**config.mk**
```make
export PLATFORM = sky130hd
export DESIGN_NAME = led_strip_marker_renderer_core
export DESIGN_NICKNAME = d
export VERILOG_FILES = /design/src/rtl/core/ledm_pkg.sv /design/src/rtl/core/ledm_ram.sv /design/src/rtl/core/ledm_div.sv /design/src/rtl/core/ledm_paint.sv /design/src/rtl/core/led_strip_marker_renderer_core.sv
export VERILOG_INCLUDE_DIRS = /design/src /design/src/rtl/core
export SDC_FILE = /design/constraint.sdc
export NUM_CORES = 2
export LEC_CHECK = 0
export ABC_AREA = 1
export BUFFER_PORTS_ARGS = -buffer_cell sky130_fd_sc_hd__buf_2
export CORE_ASPECT_RATIO = 0.9
export CORE_UTILIZATION = 50
export CTS_CLUSTER_DIAMETER = 120
export DETAILED_ROUTE_END_ITERATION = 12
export GPL_ROUTABILITY_DRIVEN = 0
export PLACE_DENSITY = 0.66
export SKIP_LAST_GASP = 1
export SLEW_MARGIN = 0
export SYNTH_ARGS = -nofsm -noshare
export SYNTH_HDL_FRONTEND = slang
export SYNTH_SLANG_ARGS = --single-unit
```
**constraint.sdc**
```tcl
create_clock -name clk -period 7.2 [get_ports clk]
set_input_delay 1.08 -clock clk [delete_from_list [all_inputs] [get_ports clk]]
set_output_delay 1.08 -clock clk [all_outputs]
set_load 0.03 [all_outputs]
```
**src/rtl/core/assert_macros.svh**
```systemverilog
// ---------------------------------------------------------------------------
// Assertion macros used by the RTL of the core.
// Define ASSERT_OFF to compile every check away.
// ---------------------------------------------------------------------------
`ifndef ASSERT_MACROS_SVH
`define ASSERT_MACROS_SVH

`ifndef ASSERT_OFF

// Concurrent check of a property under an active-low reset
`define ASSERT_PROP(lbl, clk, rst_n, prop, msg) \
	lbl: assert property (@(posedge clk) disable iff (!rst_n) (prop)) else $error(msg);

// Concurrent check that a condition never holds
`define ASSERT_NEVER(lbl, clk, rst_n, cond, msg) \
	lbl: assert property (@(posedge clk) disable iff (!rst_n) !(cond)) else $error(msg);

`else

`define ASSERT_PROP(lbl, clk, rst_n, prop, msg)
`define ASSERT_NEVER(lbl, clk, rst_n, cond, msg)

`endif

`endif

```
**src/rtl/core/ledm_pkg.sv**
```systemverilog
// ---------------------------------------------------------------------------
// ledm_pkg
// Types and constants shared by the LED marker renderer core.
// ---------------------------------------------------------------------------
`timescale 1ns / 1ps

package ledm_pkg;

	localparam int unsigned COLOR_BITS = 24;
	localparam logic [15:0] WORD_ONE   = 16'hFF00;
	localparam logic [15:0] WORD_ZERO  = 16'hF000;

	typedef logic [COLOR_BITS-1:0] color_t;

	// Command codes of the input channel
	typedef enum logic [2:0] {
		CMD_LABEL = 3'd0,
		CMD_TAIL  = 3'd1,
		CMD_GRAD  = 3'd2,
		CMD_PAIR  = 3'd3,
		CMD_NEXT  = 3'd4
	} cmd_t;

	// Render request handed to the painter
	typedef struct packed {
		cmd_t       cmd;
		logic [7:0] center;
		logic [7:0] label_length;
		color_t     label_color;
		logic       tail_left;
		logic [7:0] tail_length;
		color_t     tail_color;
	} paint_req_t;

	// Frame write issued by the painter (strip index, not yet range checked)
	typedef struct packed {
		logic       en;
		logic [7:0] addr;
		color_t     data;
	} paint_wr_t;

endpackage

```
**src/rtl/core/ledm_ram.sv**
```systemverilog
// ---------------------------------------------------------------------------
// ledm_ram
// Generic single-write, single-read RAM with a registered read port.
// ---------------------------------------------------------------------------
`timescale 1ns / 1ps

module ledm_ram #(
	parameter int WIDTH = 24,
	parameter int DEPTH = 64
) (
	input  logic                                     clk,
	input  logic                                     wr_en,
	input  logic [((DEPTH > 1) ? $clog2(DEPTH) : 1)-1:0] wr_addr,
	input  logic [WIDTH-1:0]                         wr_data,
	input  logic                                     rd_en,
	input  logic [((DEPTH > 1) ? $clog2(DEPTH) : 1)-1:0] rd_addr,
	output logic [WIDTH-1:0]                         rd_data
);

	logic [WIDTH-1:0] mem [DEPTH];
	logic [WIDTH-1:0] rd_data_q;

	// Write port, and read port that holds its data until the next read
	always_ff @(posedge clk) begin
		if (wr_en) begin
			mem[wr_addr] <= wr_data;
		end
		if (rd_en) begin
			rd_data_q <= mem[rd_addr];
		end
	end

	assign rd_data = rd_data_q;

endmodule

```
**src/rtl/core/ledm_div.sv**
```systemverilog
// ---------------------------------------------------------------------------
// ledm_div
// Restoring divider, 32-bit dividend by 8-bit divisor, one bit per cycle.
// ---------------------------------------------------------------------------
`timescale 1ns / 1ps

module ledm_div (
	input  logic        clk,
	input  logic        arst_n,
	input  logic        start,
	input  logic [31:0] dividend,
	input  logic [7:0]  divisor,
	output logic        done,
	output logic [31:0] quotient
);

	logic [31:0] quo_q;
	logic [7:0]  rem_q;
	logic [7:0]  div_q;
	logic [5:0]  cnt_q;
	logic        busy_q;
	logic        done_q;
	logic [8:0]  shifted;
	logic        fits;

	// Shift in the next dividend bit and trial-subtract
	assign shifted = {rem_q, quo_q[31]};
	assign fits    = shifted >= {1'b0, div_q};

	always_ff @(posedge clk or negedge arst_n) begin
		if (!arst_n) begin
			busy_q <= 1'b0;
			done_q <= 1'b0;
			cnt_q  <= '0;
		end else begin
			done_q <= 1'b0;
			if (start) begin
				quo_q  <= dividend;
				rem_q  <= '0;
				div_q  <= divisor;
				cnt_q  <= '0;
				busy_q <= 1'b1;
			end else if (busy_q) begin
				rem_q <= fits ? 8'(shifted - {1'b0, div_q}) : shifted[7:0];
				quo_q <= {quo_q[30:0], fits};
				cnt_q <= cnt_q + 6'd1;
				if (cnt_q == 6'd31) begin
					busy_q <= 1'b0;
					done_q <= 1'b1;
				end
			end
		end
	end

	assign done     = done_q;
	assign quotient = quo_q;

endmodule

```
**src/rtl/core/ledm_paint.sv**
```systemverilog
// ---------------------------------------------------------------------------
// ledm_paint
// Render sequencer: walks the label span and the tail span one LED a cycle
// and issues frame writes; gradient LEDs go through a multiply and divide.
// ---------------------------------------------------------------------------
`timescale 1ns / 1ps

module ledm_paint import ledm_pkg::*; (
	input  logic       clk,
	input  logic       arst_n,
	input  logic       start,
	input  paint_req_t req,
	output paint_wr_t  wr,
	output logic       done
);

	typedef struct packed {
		logic [7:0] first;
		logic [7:0] last;
		logic [7:0] len;
		color_t     color;
		logic       grad;
	} span_t;

	typedef enum logic [2:0] {
		P_IDLE,
		P_SPAN,
		P_STEP,
		P_MUL,
		P_LOAD,
		P_DIV
	} pstate_t;

	pstate_t     state_q;
	logic        phase_q;
	span_t       cur_q;
	span_t       nxt_q;
	logic [7:0]  idx_q;
	logic [31:0] prod_q;
	paint_wr_t   wr_q;
	logic        done_q;

	logic [7:0]  half_up;
	logic [7:0]  lab_first;
	logic [7:0]  lab_last;
	logic [7:0]  tail_first;
	logic [7:0]  tail_last;
	span_t       span0;
	span_t       span1;
	logic        span_empty;
	logic        last_hit;
	logic [8:0]  weight;
	logic [32:0] prod_full;
	logic        div_done;
	logic [31:0] div_quo;

	// Work out the label and tail geometry, all indices mod 256
	always_comb begin
		half_up    = 8'((9'(req.label_length) + 9'd1) >> 1);
		lab_first  = req.center - half_up + 8'd1;
		lab_last   = req.center + (req.label_length >> 1);
		tail_first = req.tail_left ? (lab_first - req.tail_length) : (lab_last + 8'd1);
		tail_last  = req.tail_left ? (lab_first - 8'd1) : (lab_last + req.tail_length);
		span0      = '{first: lab_first, last: lab_last, len: req.label_length,
			color: req.label_color, grad: 1'b0};
		span1      = '{first: tail_first, last: tail_last, len: req.tail_length,
			color: req.tail_color, grad: (req.cmd == CMD_GRAD)};
		case (req.cmd)
			CMD_PAIR: begin
				span0 = '{first: req.center, last: req.center, len: 8'd1,
					color: req.label_color, grad: 1'b0};
				span1 = '{first: req.center + 8'd1, last: req.center + 8'd1, len: 8'd1,
					color: req.tail_color, grad: 1'b0};
			end
			CMD_LABEL: begin
				span1.len = '0;
			end
			default: begin
			end
		endcase
	end

	// Span status and gradient weight (last - i + 1, up to 256)
	assign span_empty = (cur_q.len == 8'd0) || (cur_q.first > cur_q.last);
	assign last_hit   = (idx_q == cur_q.last);
	assign weight     = 9'(cur_q.last) - 9'(idx_q) + 9'd1;
	assign prod_full  = 33'(cur_q.color) * 33'(weight);

	ledm_div u_div (
		.clk      (clk),
		.arst_n   (arst_n),
		.start    (state_q == P_LOAD),
		.dividend (prod_q),
		.divisor  (cur_q.len),
		.done     (div_done),
		.quotient (div_quo)
	);

	// Sequencer: hold state, advance through spans, issue writes
	always_ff @(posedge clk or negedge arst_n) begin
		if (!arst_n) begin
			state_q <= P_IDLE;
			phase_q <= 1'b0;
			wr_q.en <= 1'b0;
			done_q  <= 1'b0;
		end else begin
			wr_q.en <= 1'b0;
			done_q  <= 1'b0;
			case (state_q)
				P_IDLE: begin
					if (start) begin
						cur_q   <= span0;
						nxt_q   <= span1;
						phase_q <= 1'b0;
						state_q <= P_SPAN;
					end
				end
				P_SPAN: begin
					if (span_empty) begin
						if (!phase_q) begin
							cur_q   <= nxt_q;
							phase_q <= 1'b1;
						end else begin
							done_q  <= 1'b1;
							state_q <= P_IDLE;
						end
					end else begin
						idx_q   <= cur_q.first;
						state_q <= cur_q.grad ? P_MUL : P_STEP;
					end
				end
				P_STEP: begin
					wr_q.en   <= 1'b1;
					wr_q.addr <= idx_q;
					wr_q.data <= cur_q.color;
					if (last_hit) begin
						if (!phase_q) begin
							cur_q   <= nxt_q;
							phase_q <= 1'b1;
							state_q <= P_SPAN;
						end else begin
							done_q  <= 1'b1;
							state_q <= P_IDLE;
						end
					end else begin
						idx_q <= idx_q + 8'd1;
					end
				end
				P_MUL: begin
					prod_q  <= prod_full[31:0];
					state_q <= P_LOAD;
				end
				P_LOAD: begin
					state_q <= P_DIV;
				end
				P_DIV: begin
					if (div_done) begin
						wr_q.en   <= 1'b1;
						wr_q.addr <= idx_q;
						wr_q.data <= div_quo[COLOR_BITS-1:0];
						if (last_hit) begin
							if (!phase_q) begin
								cur_q   <= nxt_q;
								phase_q <= 1'b1;
								state_q <= P_SPAN;
							end else begin
								done_q  <= 1'b1;
								state_q <= P_IDLE;
							end
						end else begin
							idx_q   <= idx_q + 8'd1;
							state_q <= P_MUL;
						end
					end
				end
				default: begin
					state_q <= P_IDLE;
				end
			endcase
		end
	end

	assign wr   = wr_q;
	assign done = done_q;

endmodule

```
**src/rtl/core/led_strip_marker_renderer_core.sv**
```systemverilog
// ---------------------------------------------------------------------------
// led_strip_marker_renderer_core
// Frame of packed LED colours in RAM, painted by render commands and read
// out one SPI word per colour bit by next-word commands.
// ---------------------------------------------------------------------------
//  channel   signals                         transfer when
//  cmd       cmd_valid, cmd_stall, fields    cmd_valid && !cmd_stall
//  word      word_valid, word_stall, fields  word_valid && !word_stall
//  cfg       cfg_wr_en, cfg_wr_data          cfg_wr_en
//
// Next word: each command is accepted with a frame RAM read, then the read goes into the
// output register; a full output register holds the read until it drains.
// Render: visits every LED of the label and tail spans, off-strip LEDs
// included; a gradient LED goes through a multiply, divider start, 32
// divider steps and the write.
// Reset: per-LED valid flops clear the frame at once; no clearing pass.
// Commands are taken one at a time; cmd_stall is high while one is at work.
// ---------------------------------------------------------------------------
`timescale 1ns / 1ps

`include "assert_macros.svh"

module led_strip_marker_renderer_core import ledm_pkg::*; #(
	parameter int LED_COUNT = 64
) (
	input  logic        clk,
	input  logic        arst_n,
	input  logic        cfg_wr_en,
	input  logic [7:0]  cfg_wr_data,
	input  logic        cmd_valid,
	output logic        cmd_stall,
	input  logic [2:0]  command,
	input  logic [7:0]  position,
	input  logic [7:0]  label_length,
	input  logic [23:0] label_color,
	input  logic        tail_left,
	input  logic [7:0]  tail_length,
	input  logic [23:0] tail_color,
	output logic        word_valid,
	input  logic        word_stall,
	output logic [15:0] spi_word,
	output logic        last_word
);

	localparam int LED_AW = (LED_COUNT > 1) ? $clog2(LED_COUNT) : 1;

	typedef enum logic [1:0] {
		S_IDLE,
		S_PAINT,
		S_READ
	} state_t;

	state_t            state_q;
	logic [7:0]        skip_q;
	logic [LED_COUNT-1:0] valid_q;
	logic [LED_AW-1:0] read_led_q;
	logic [4:0]        read_bit_q;
	logic              readout_done_q;
	logic              rd_vld_q;
	logic              word_valid_q;
	logic [15:0]       spi_word_q;
	logic              last_word_q;

	cmd_t              cmd;
	logic              cmd_acc;
	logic              render_acc;
	logic              read_acc;
	paint_req_t        req;
	paint_wr_t         paint_wr;
	logic              paint_done;
	logic              mem_we;
	logic [LED_AW-1:0] mem_waddr;
	color_t            rd_data;
	color_t            rd_color;
	logic [4:0]        bit_idx;
	logic              out_free;
	logic              last_bit;
	logic              at_last;

	// Decode the accepted command
	assign cmd_stall  = (state_q != S_IDLE);
	assign cmd        = cmd_t'(command);
	assign cmd_acc    = cmd_valid && !cmd_stall;
	assign render_acc = cmd_acc && ((cmd == CMD_LABEL) || (cmd == CMD_TAIL) ||
		(cmd == CMD_GRAD) || (cmd == CMD_PAIR));
	assign read_acc   = cmd_acc && (cmd == CMD_NEXT) && !readout_done_q;

	// Render request, centre taken past the skipped LEDs
	assign req = '{cmd: cmd, center: 8'(skip_q + position), label_length: label_length,
		label_color: label_color, tail_left: tail_left, tail_length: tail_length,
		tail_color: tail_color};

	ledm_paint u_paint (
		.clk    (clk),
		.arst_n (arst_n),
		.start  (render_acc),
		.req    (req),
		.wr     (paint_wr),
		.done   (paint_done)
	);

	// Drop writes beyond the strip
	assign mem_we    = paint_wr.en && ({1'b0, paint_wr.addr} < 9'(LED_COUNT));
	assign mem_waddr = paint_wr.addr[LED_AW-1:0];

	ledm_ram #(
		.WIDTH (COLOR_BITS),
		.DEPTH (LED_COUNT)
	) u_frame (
		.clk     (clk),
		.wr_en   (mem_we),
		.wr_addr (mem_waddr),
		.wr_data (paint_wr.data),
		.rd_en   (read_acc),
		.rd_addr (read_led_q),
		.rd_data (rd_data)
	);

	// Skip offset register
	always_ff @(posedge clk or negedge arst_n) begin
		if (!arst_n) begin
			skip_q <= '0;
		end else if (cfg_wr_en) begin
			skip_q <= cfg_wr_data;
		end
	end

	// Per-LED valid flags: clear the whole frame on render, mark painted LEDs
	always_ff @(posedge clk or negedge arst_n) begin
		if (!arst_n) begin
			valid_q <= '0;
		end else if (render_acc) begin
			valid_q <= '0;
		end else if (mem_we) begin
			valid_q[mem_waddr] <= 1'b1;
		end
	end

	// Select the colour bit, MSB first
	assign rd_color = rd_vld_q ? rd_data : '0;
	assign bit_idx  = 5'(COLOR_BITS - 1) - read_bit_q;
	assign out_free = !word_valid_q || !word_stall;
	assign last_bit = (read_bit_q == 5'(COLOR_BITS - 1));
	assign at_last  = last_bit && (read_led_q == LED_AW'(LED_COUNT - 1));

	// Control state, readout pointers and the output register
	always_ff @(posedge clk or negedge arst_n) begin
		if (!arst_n) begin
			state_q        <= S_IDLE;
			read_led_q     <= '0;
			read_bit_q     <= '0;
			readout_done_q <= 1'b0;
			rd_vld_q       <= 1'b0;
			word_valid_q   <= 1'b0;
			spi_word_q     <= '0;
			last_word_q    <= 1'b0;
		end else begin
			if (word_valid_q && !word_stall && (state_q != S_READ)) begin
				word_valid_q <= 1'b0;
			end
			case (state_q)
				S_IDLE: begin
					if (render_acc) begin
						read_led_q     <= '0;
						read_bit_q     <= '0;
						readout_done_q <= 1'b0;
						state_q        <= S_PAINT;
					end else if (read_acc) begin
						rd_vld_q <= valid_q[read_led_q];
						state_q  <= S_READ;
					end
				end
				S_PAINT: begin
					if (paint_done) begin
						state_q <= S_IDLE;
					end
				end
				S_READ: begin
					if (out_free) begin
						word_valid_q <= 1'b1;
						spi_word_q   <= rd_color[bit_idx] ? WORD_ONE : WORD_ZERO;
						last_word_q  <= at_last;
						if (at_last) begin
							readout_done_q <= 1'b1;
						end else if (last_bit) begin
							read_bit_q <= '0;
							read_led_q <= read_led_q + LED_AW'(1);
						end else begin
							read_bit_q <= read_bit_q + 5'd1;
						end
						state_q <= S_IDLE;
					end
				end
				default: begin
					state_q <= S_IDLE;
				end
			endcase
		end
	end

	assign word_valid = word_valid_q;
	assign spi_word   = spi_word_q;
	assign last_word  = last_word_q;

	// Frame writes only while a render is in progress
	`ASSERT_PROP(a_wr_in_paint, clk, arst_n, paint_wr.en |-> (state_q == S_PAINT), "frame write outside render")
	// A new word comes only from a frame read
	`ASSERT_PROP(a_word_from_read, clk, arst_n, $rose(word_valid_q) |-> $past(state_q == S_READ), "word without frame read")
	// No read once the frame has been fully emitted
	`ASSERT_NEVER(a_no_read_after_end, clk, arst_n, readout_done_q && (state_q == S_READ), "read after last word")

endmodule
```
==> Word level (Yosys, flattened, before mapping) <==
Memories as Yosys holds them, arrays and structs flattened. A register that Yosys moved wholly into a read port is not among the register bits.
Cells that the tools add are included.
{ "totals": {"reg_bits": 337, "ram_bits": 1536, "latchBits": 0, "output_inout_bits": 19, "romBits": 0, "memories": 1} }
{ "classes": {"n_bitwise": 2, "n_shift": 0, "magnitude_cmp": 7, "muxes": 81, "multipliers": 1, "div": 0, "n_reduce_logical": 44, "n_addsub": 18, "eq_ne": 29} }
{ "memory_table": {"columns": ["memory", "words", "word_bits", "rd", "rd_ports_with_merged_regs", "wr", "line_no", "source"], "rows": [
  ["u_frame.mem", 64, 24, 1, 1, 1, "ledm_ram.sv:20", "logic [WIDTH-1:0] mem [DEPTH];"]
]} }
{ "ops": {"columns": ["cell", "n"], "rows": [
  ["2-to-1 mux 49 bit", 6],
  ["one-hot mux 49 bit (4 select lines)", 1],
  ["2-to-1 mux 64 bit", 2],
  ["one-hot mux 33 bit (2 select lines)", 1],
  ["2-to-1 mux 32 bit", 2],
  ["OR 64 bit", 1],
  ["2-to-1 mux 8 bit", 7],
  ["2-to-1 mux 6 bit", 6],
  ["2-to-1 mux 33 bit", 1],
  ["adder 8 x 1 -> 8 bit, second input constant", 4],
  ["multiplier 24 x 9 -> 32 bit", 1],
  ["2-to-1 mux 1 bit", 26],
  ["2-to-1 mux 24 bit", 1],
  ["one-hot mux 8 bit (3 select lines)", 1],
  ["subtractor 8 bit", 3],
  ["2-to-1 mux 5 bit", 4],
  ["AND reduction 4 bit", 5],
  ["inequality test 2 bit, second input constant", 9],
  ["one-hot mux 3 bit (6 select lines)", 1],
  ["adder 8 bit", 2],
  ["2-to-1 mux 16 bit", 1],
  ["one-hot mux 8 bit (2 select lines)", 1],
  ["2-to-1 mux 3 bit", 5],
  ["less-than comparator 6 x 7 -> 1 bit, second input constant", 2],
  ["49 further kinds", 89]
]} }

==> Longest topological paths before layout <==
{ "logic_depth": {"depth_word": 8, "mapped_depth": 32} }

==> Cells and area by module <==
A second synthesis with hierarchy kept.
{ "unflattened": {"hier_cells": 8032, "hier_area_um2": 87194.9} }
{ "modules_own_cells": {"columns": ["mod", "n_inst", "cells_each", "seq_area_each_um2", "area_each_um2"], "rows": [
  ["ledm_ram", 1, 5231, 46844.9, 62962.9],
  ["ledm_paint", 1, 1851, 5255.0, 16270.6],
  ["led_strip_marker_renderer_core", 1, 627, 2277.2, 5072.4],
  ["ledm_div", 1, 323, 1641.6, 2889.0]
]} }

==> Worst setup path before layout <==
OpenSTA, ideal clock, no wires.
{ "synth_timing": {"path_kind": "input-to-reg", "startpoint": "input port cmd_valid", "endpoint": "register u_paint.nxt_q[0] (netlist name), enable pin", "path_slack_ns": 0.485, "arrival_time_ns": 6.138, "cell_stages": 4, "path_cell_list": "nand2_1 -> nor2_2 -> inv_1 -> nor4_1"} }
{ "synth_via": {"elab_chain_cells": 3} }
{ "synth_rtl": {"columns": ["item", "line_no", "source"], "rows": [
  ["start: declaration", "led_strip_marker_renderer_core.sv:30", "input logic cmd_valid,"],
  ["logical AND 1 bit", "led_strip_marker_renderer_core.sv:83", "assign cmd_acc = cmd_valid && !cmd_stall;"],
  ["logical AND 1 bit", "led_strip_marker_renderer_core.sv:84", "assign render_acc = cmd_acc && ((cmd == CMD_LABEL) || (cmd == CMD_TAIL) ||"],
  ["AND reduction 3 bit (no line)", null, null],
  ["end signal: assignment", "ledm_paint.sv:113", "nxt_q <= span1;"],
  ["end: declaration", "ledm_paint.sv:37", "span_t nxt_q;"]
]} }
Every way passes these cells.
A chain may end at the register's enable or synchronous reset.

==> Final worst setup path <==
{ "layout_timing": {"startpoint": "register u_paint.idx_q[1]", "endpoint": "register u_paint.prod_q[28] (data pin)"} }
{ "layout_via": {"elab_chain_cells": 3} }
{ "layout_rtl": {"columns": ["item", "line_no", "source"], "rows": [
  ["start: declaration", "ledm_paint.sv:38", "logic [7:0] idx_q;"],
  ["start signal: assignment", "ledm_paint.sv:128", "idx_q <= cur_q.first;"],
  ["start signal: assignment", "ledm_paint.sv:146", "idx_q <= idx_q + 8'd1;"],
  ["start signal: assignment", "ledm_paint.sv:171", "idx_q <= idx_q + 8'd1;"],
  ["subtractor 8 x 8 -> 9 bit", "ledm_paint.sv:86", "assign weight = 9'(cur_q.last) - 9'(idx_q) + 9'd1;"],
  ["adder 9 x 1 -> 9 bit", "ledm_paint.sv:86", null],
  ["multiplier 24 x 9 -> 32 bit", "ledm_paint.sv:87", "assign prod_full = 33'(cur_q.color) * 33'(weight);"],
  ["net u_paint.prod_full[28]", "ledm_paint.sv:53", "logic [32:0] prod_full;"],
  ["end signal: assignment", "ledm_paint.sv:150", "prod_q <= prod_full[31:0];"],
  ["end: declaration", "ledm_paint.sv:39", "logic [31:0] prod_q;"]
]} }
The timed path passes the listed nets, and every way through them passes these cells.

==> results_dict.tcl <==
set metrics [dict create \
    crit_type "reg2reg" \
    grt_pass1_wl_um 338000 \
    portBuffers 99 \
    rsz0062_at_grt "false" \
    hp-class "in2async" \
    cts-root-buf "clkbuf_16" \
    post-place-ws_ns 0.315 \
    clock-sinks 1883 \
    arrival_ns 7.36 \
    antenna_found_initial 5 \
    drtPass1Iterations 6 \
    drc_errors 0 \
    final_antenna_net_count 0 \
    ys_warn_count 0 \
    fmax_ghz 0.147 \
    cts_hold_buf 0 \
    area_growth_syn_to_layout_pct 9.97 \
    p_leak_uw 0.0319 \
    overflow 0 \
    synth_top_family_by_area "simple AND/OR/NAND/NOR gates" \
    ys_seq_elements 1883 \
    synthDistinctLibCells 55 \
    avgRoutedWirePerCell_um 24.2 \
    syn_area_mm2 0.0837 \
    die_w_um 433 \
    clock_path_buffers 3 \
    critPathCaptureType "register" \
    ios 108 \
    maxCapViolations 0 \
    grt_max_degree 212 \
    drive_gt1_share_pct 8.35 \
    viasPerCell 6.00 \
    final-hold-violation-count 0 \
    start_util_pct 50.3 \
    finalSetupViolCount 0 \
    period_needed_ns 6.80 \
    synth-seq-area-share_pct 66.9 \
    fp-row-count 142 \
    setup_slack_ns 0.402 \
    grt_pass1_vias 53889 \
    synthFlopType "edfxtp_1" \
    design.core.area_mm2 0.166 \
    synthArstFlopShare_pct 5.58 \
    skew_ns 0.0288 \
    crit_fanout 11 \
    synth_adder_area_share_pct 5.83 \
    slew_headroom_pct 19.4 \
    synth_edf_count 1778 \
    cts_made_buffers 180 \
    first_iter_violations 6921 \
    vias 56292 \
    synth_compound_area_share_pct 10.7 \
    ir_worst_vdd_mv 0.223 \
    ctsResizeCount 0 \
    syn_area_per_cell_um2 11.9 \
    post-route-period-util_pct 94.4 \
    fp.dieH_um 390 \
    dieArea_mm2 0.169 \
    finalWirelength_um 227000 \
    synth_xor_area_share_pct 0.831 \
    clkSlewWorstSetupHoldPaths_ns 0.07 \
    start_kind "register" \
    cts_setup_buffers 0 \
    worstPathRequired_ns 7.77 \
    hpwl_um 127000 \
    tns_ns 0 \
    synth.area.mux_share_pct 0.121 \
    clk_latency_ns 0.82 \
    grt_use_total_pct 26.6 \
    num-nets-final 7385 \
    synthSimpleGateAreaFrac_pct 11.3 \
    htreeDepth 4 \
    slew_viol_final 0 \
    p_per_area_mw_per_mm2 239 \
    worstMarginPinSlew_ns 1.21 \
    synth_cells 7007 \
    outcome "finished clean" \
    cts_tree "built" \
]
-- worst paths after layout --
path	from	depth (start not counted)	slack, ns	endpoint
setup / recovery	u_paint.idx_q[1]	27	0.40	u_paint.prod_q[28]
hold / removal	arst_n	1	0.27	skip_q[7]
setup reg to reg	u_paint.idx_q[1]	27	0.40	u_paint.prod_q[28]
hold reg to reg	u_paint.cur_q[29]	0	0.45	u_paint.u_div.div_q[4]
max in group asynchronous	arst_n	2	5.58	read_led_q[2]
min in group clk	tail_color[20]	1	0.45	u_paint.nxt_q[21]
-- stage by stage --
| step | instances | util, % | hold slack [ns] | area [µm²] | power, µW |
|---|---|---|---|---|---|
| floorplan | 7014 | - | 0.410 | 83700 | 12800 |
| global placement | 9053 | 52.0 | 0.438 | 86500 | 13100 |
| detailed placement | 9053 | 52.0 | 0.437 | 86500 | 13100 |
| CTS | 9384 | 55.3 | 0.255 | 92000 | 22000 |
| global route | 9384 | 55.3 | 0.308 | 92000 | 22600 |
| finish | 9388 | 55.3 | 0.267 | 92000 | 22000 |
-- synthesized netlist by cell type, types with 9 or more instances --
master	n	area (µm²)
nor2_1	1235	4640
buf_2	107	536
o221ai_1	164	1440
nor3_1	32	160
clkbuf_1	241	905
dfrtp_1	105	2630
nand4_1	89	557
edfxtp_1	1778	53400
nand3_1	246	1230
o211ai_1	50	375
nor4_1	9	56.3
o21ai_0	878	4390
buf_1	17	63.8
ha_1	132	1650
buf_6	14	158
inv_1	407	1530
xor2_1	54	473
o22ai_1	245	1530
xnor2_1	18	158
a21oi_1	118	591
o31ai_1	9	67.6
buf_4	35	263
mux2_2	9	101
inv_2	13	48.8
fa_1	161	3220
nand2_1	711	2670
o21ai_1	65	325
-- layout make-up --
class | instances | area, µm²
flip-flops and latches | 1883 | 56000
inverters | 422 | 1600
diodes | 4 | 10.0
fillers | 13672 | 74300
repair buffers | 221 | 1540
multi-input cells | 4295 | 24500
well taps | 2232 | 2790
clock buffers | 247 | 4950
clock inverters | 84 | 607
-- per-layer routing --
| layer | vias up | part of all wire, % | global-route usage [%] |
|---|---|---|---|
| li1 | 25057 | - | - |
| met1 | 27953 | 41 | 37.5 |
| met2 | 2857 | 46 | 41.9 |
| met3 | 425 | 9.4 | 4.43 |
| met4 | 0 | 3.5 | 9.62 |
| met5 | - | 0 | 0 |
-- cells by family (layout without fill, tap and decap cells) --
family          Yosys count  count (layout)
compound gates         1561            1561
buf+inv                 836             974
other cells               1              12
fa+ha+maj               293             293
mux                       9               9
xor+xnor                 76              76
simple gates           2348            2348
flops                  1883            1883
-- registers in the layout, summed over array words and instances, names as in the netlist, 3 cells and up --
register and cells:
u_paint.prod_q 32, u_paint.idx_q 8, u_frame.rd_data 24, u_paint.cur_q 49, skip_q 8, read_led_q 6
u_paint.nxt_q 49, u_paint.u_div.quotient 32, u_paint.u_div.rem_q 8, u_paint.state_q 3, u_frame.mem 1536, u_paint.u_div.cnt_q 6
u_paint.u_div.div_q 8, read_bit_q 5, valid_q 64, u_paint.wr 33
-- power breakdown --
| part | internal (µW) | switching (µW) |
|---|---|---|
| Sequential | 11900 | 5.11 |
| Combinational | 384 | 677 |
| Clock | 5000 | 4070 |
| Total | 17200 | 4750 |
-- worst max-delay path, stage by stage, from the launching register on --
cell and delay (ns):
edfxtp_1 0.42, ha_1 0.33, inv_1 0.05, ha_1 0.21, fa_1 0.46, a21oi_1 0.17, o21bai_1 0.12, a21oi_1 0.16
o21ai_0 0.12, or2_2 0.29, nand2_2 0.22, buf_4 0.25, nor2_1 0.08, fa_1 0.53, fa_1 0.43, fa_1 0.49
inv_1 0.05, fa_1 0.47, inv_1 0.04, ha_1 0.37, nand2_1 0.14, nor4_1 0.47, nand3_1 0.14, nand3_1 0.15
nand2_1 0.07, nand2_1 0.09, a21oi_1 0.09, xor2_1 0.15
-- cell usage in the layout, fill, tap and decap left out, types with 65 or more instances in the layout --
cell | synthesis | final
o21ai_0 | 878 | 878
o21ai_1 | 65 | 65
dfrtp_1 | 105 | 101
edfxtp_1 | 1778 | 1778
buf_2 | 107 | 98
nand3_1 | 246 | 246
buf_4 | 35 | 112
nand4_1 | 89 | 89
fa_1 | 161 | 161
inv_1 | 407 | 406
clkbuf_16 | 0 | 184
ha_1 | 132 | 132
nor2_1 | 1235 | 1167
o22ai_1 | 245 | 245
nand2_1 | 711 | 710
o221ai_1 | 164 | 164
a21oi_1 | 118 | 118
Note: power is estimated with default switching activity, not from simulation.
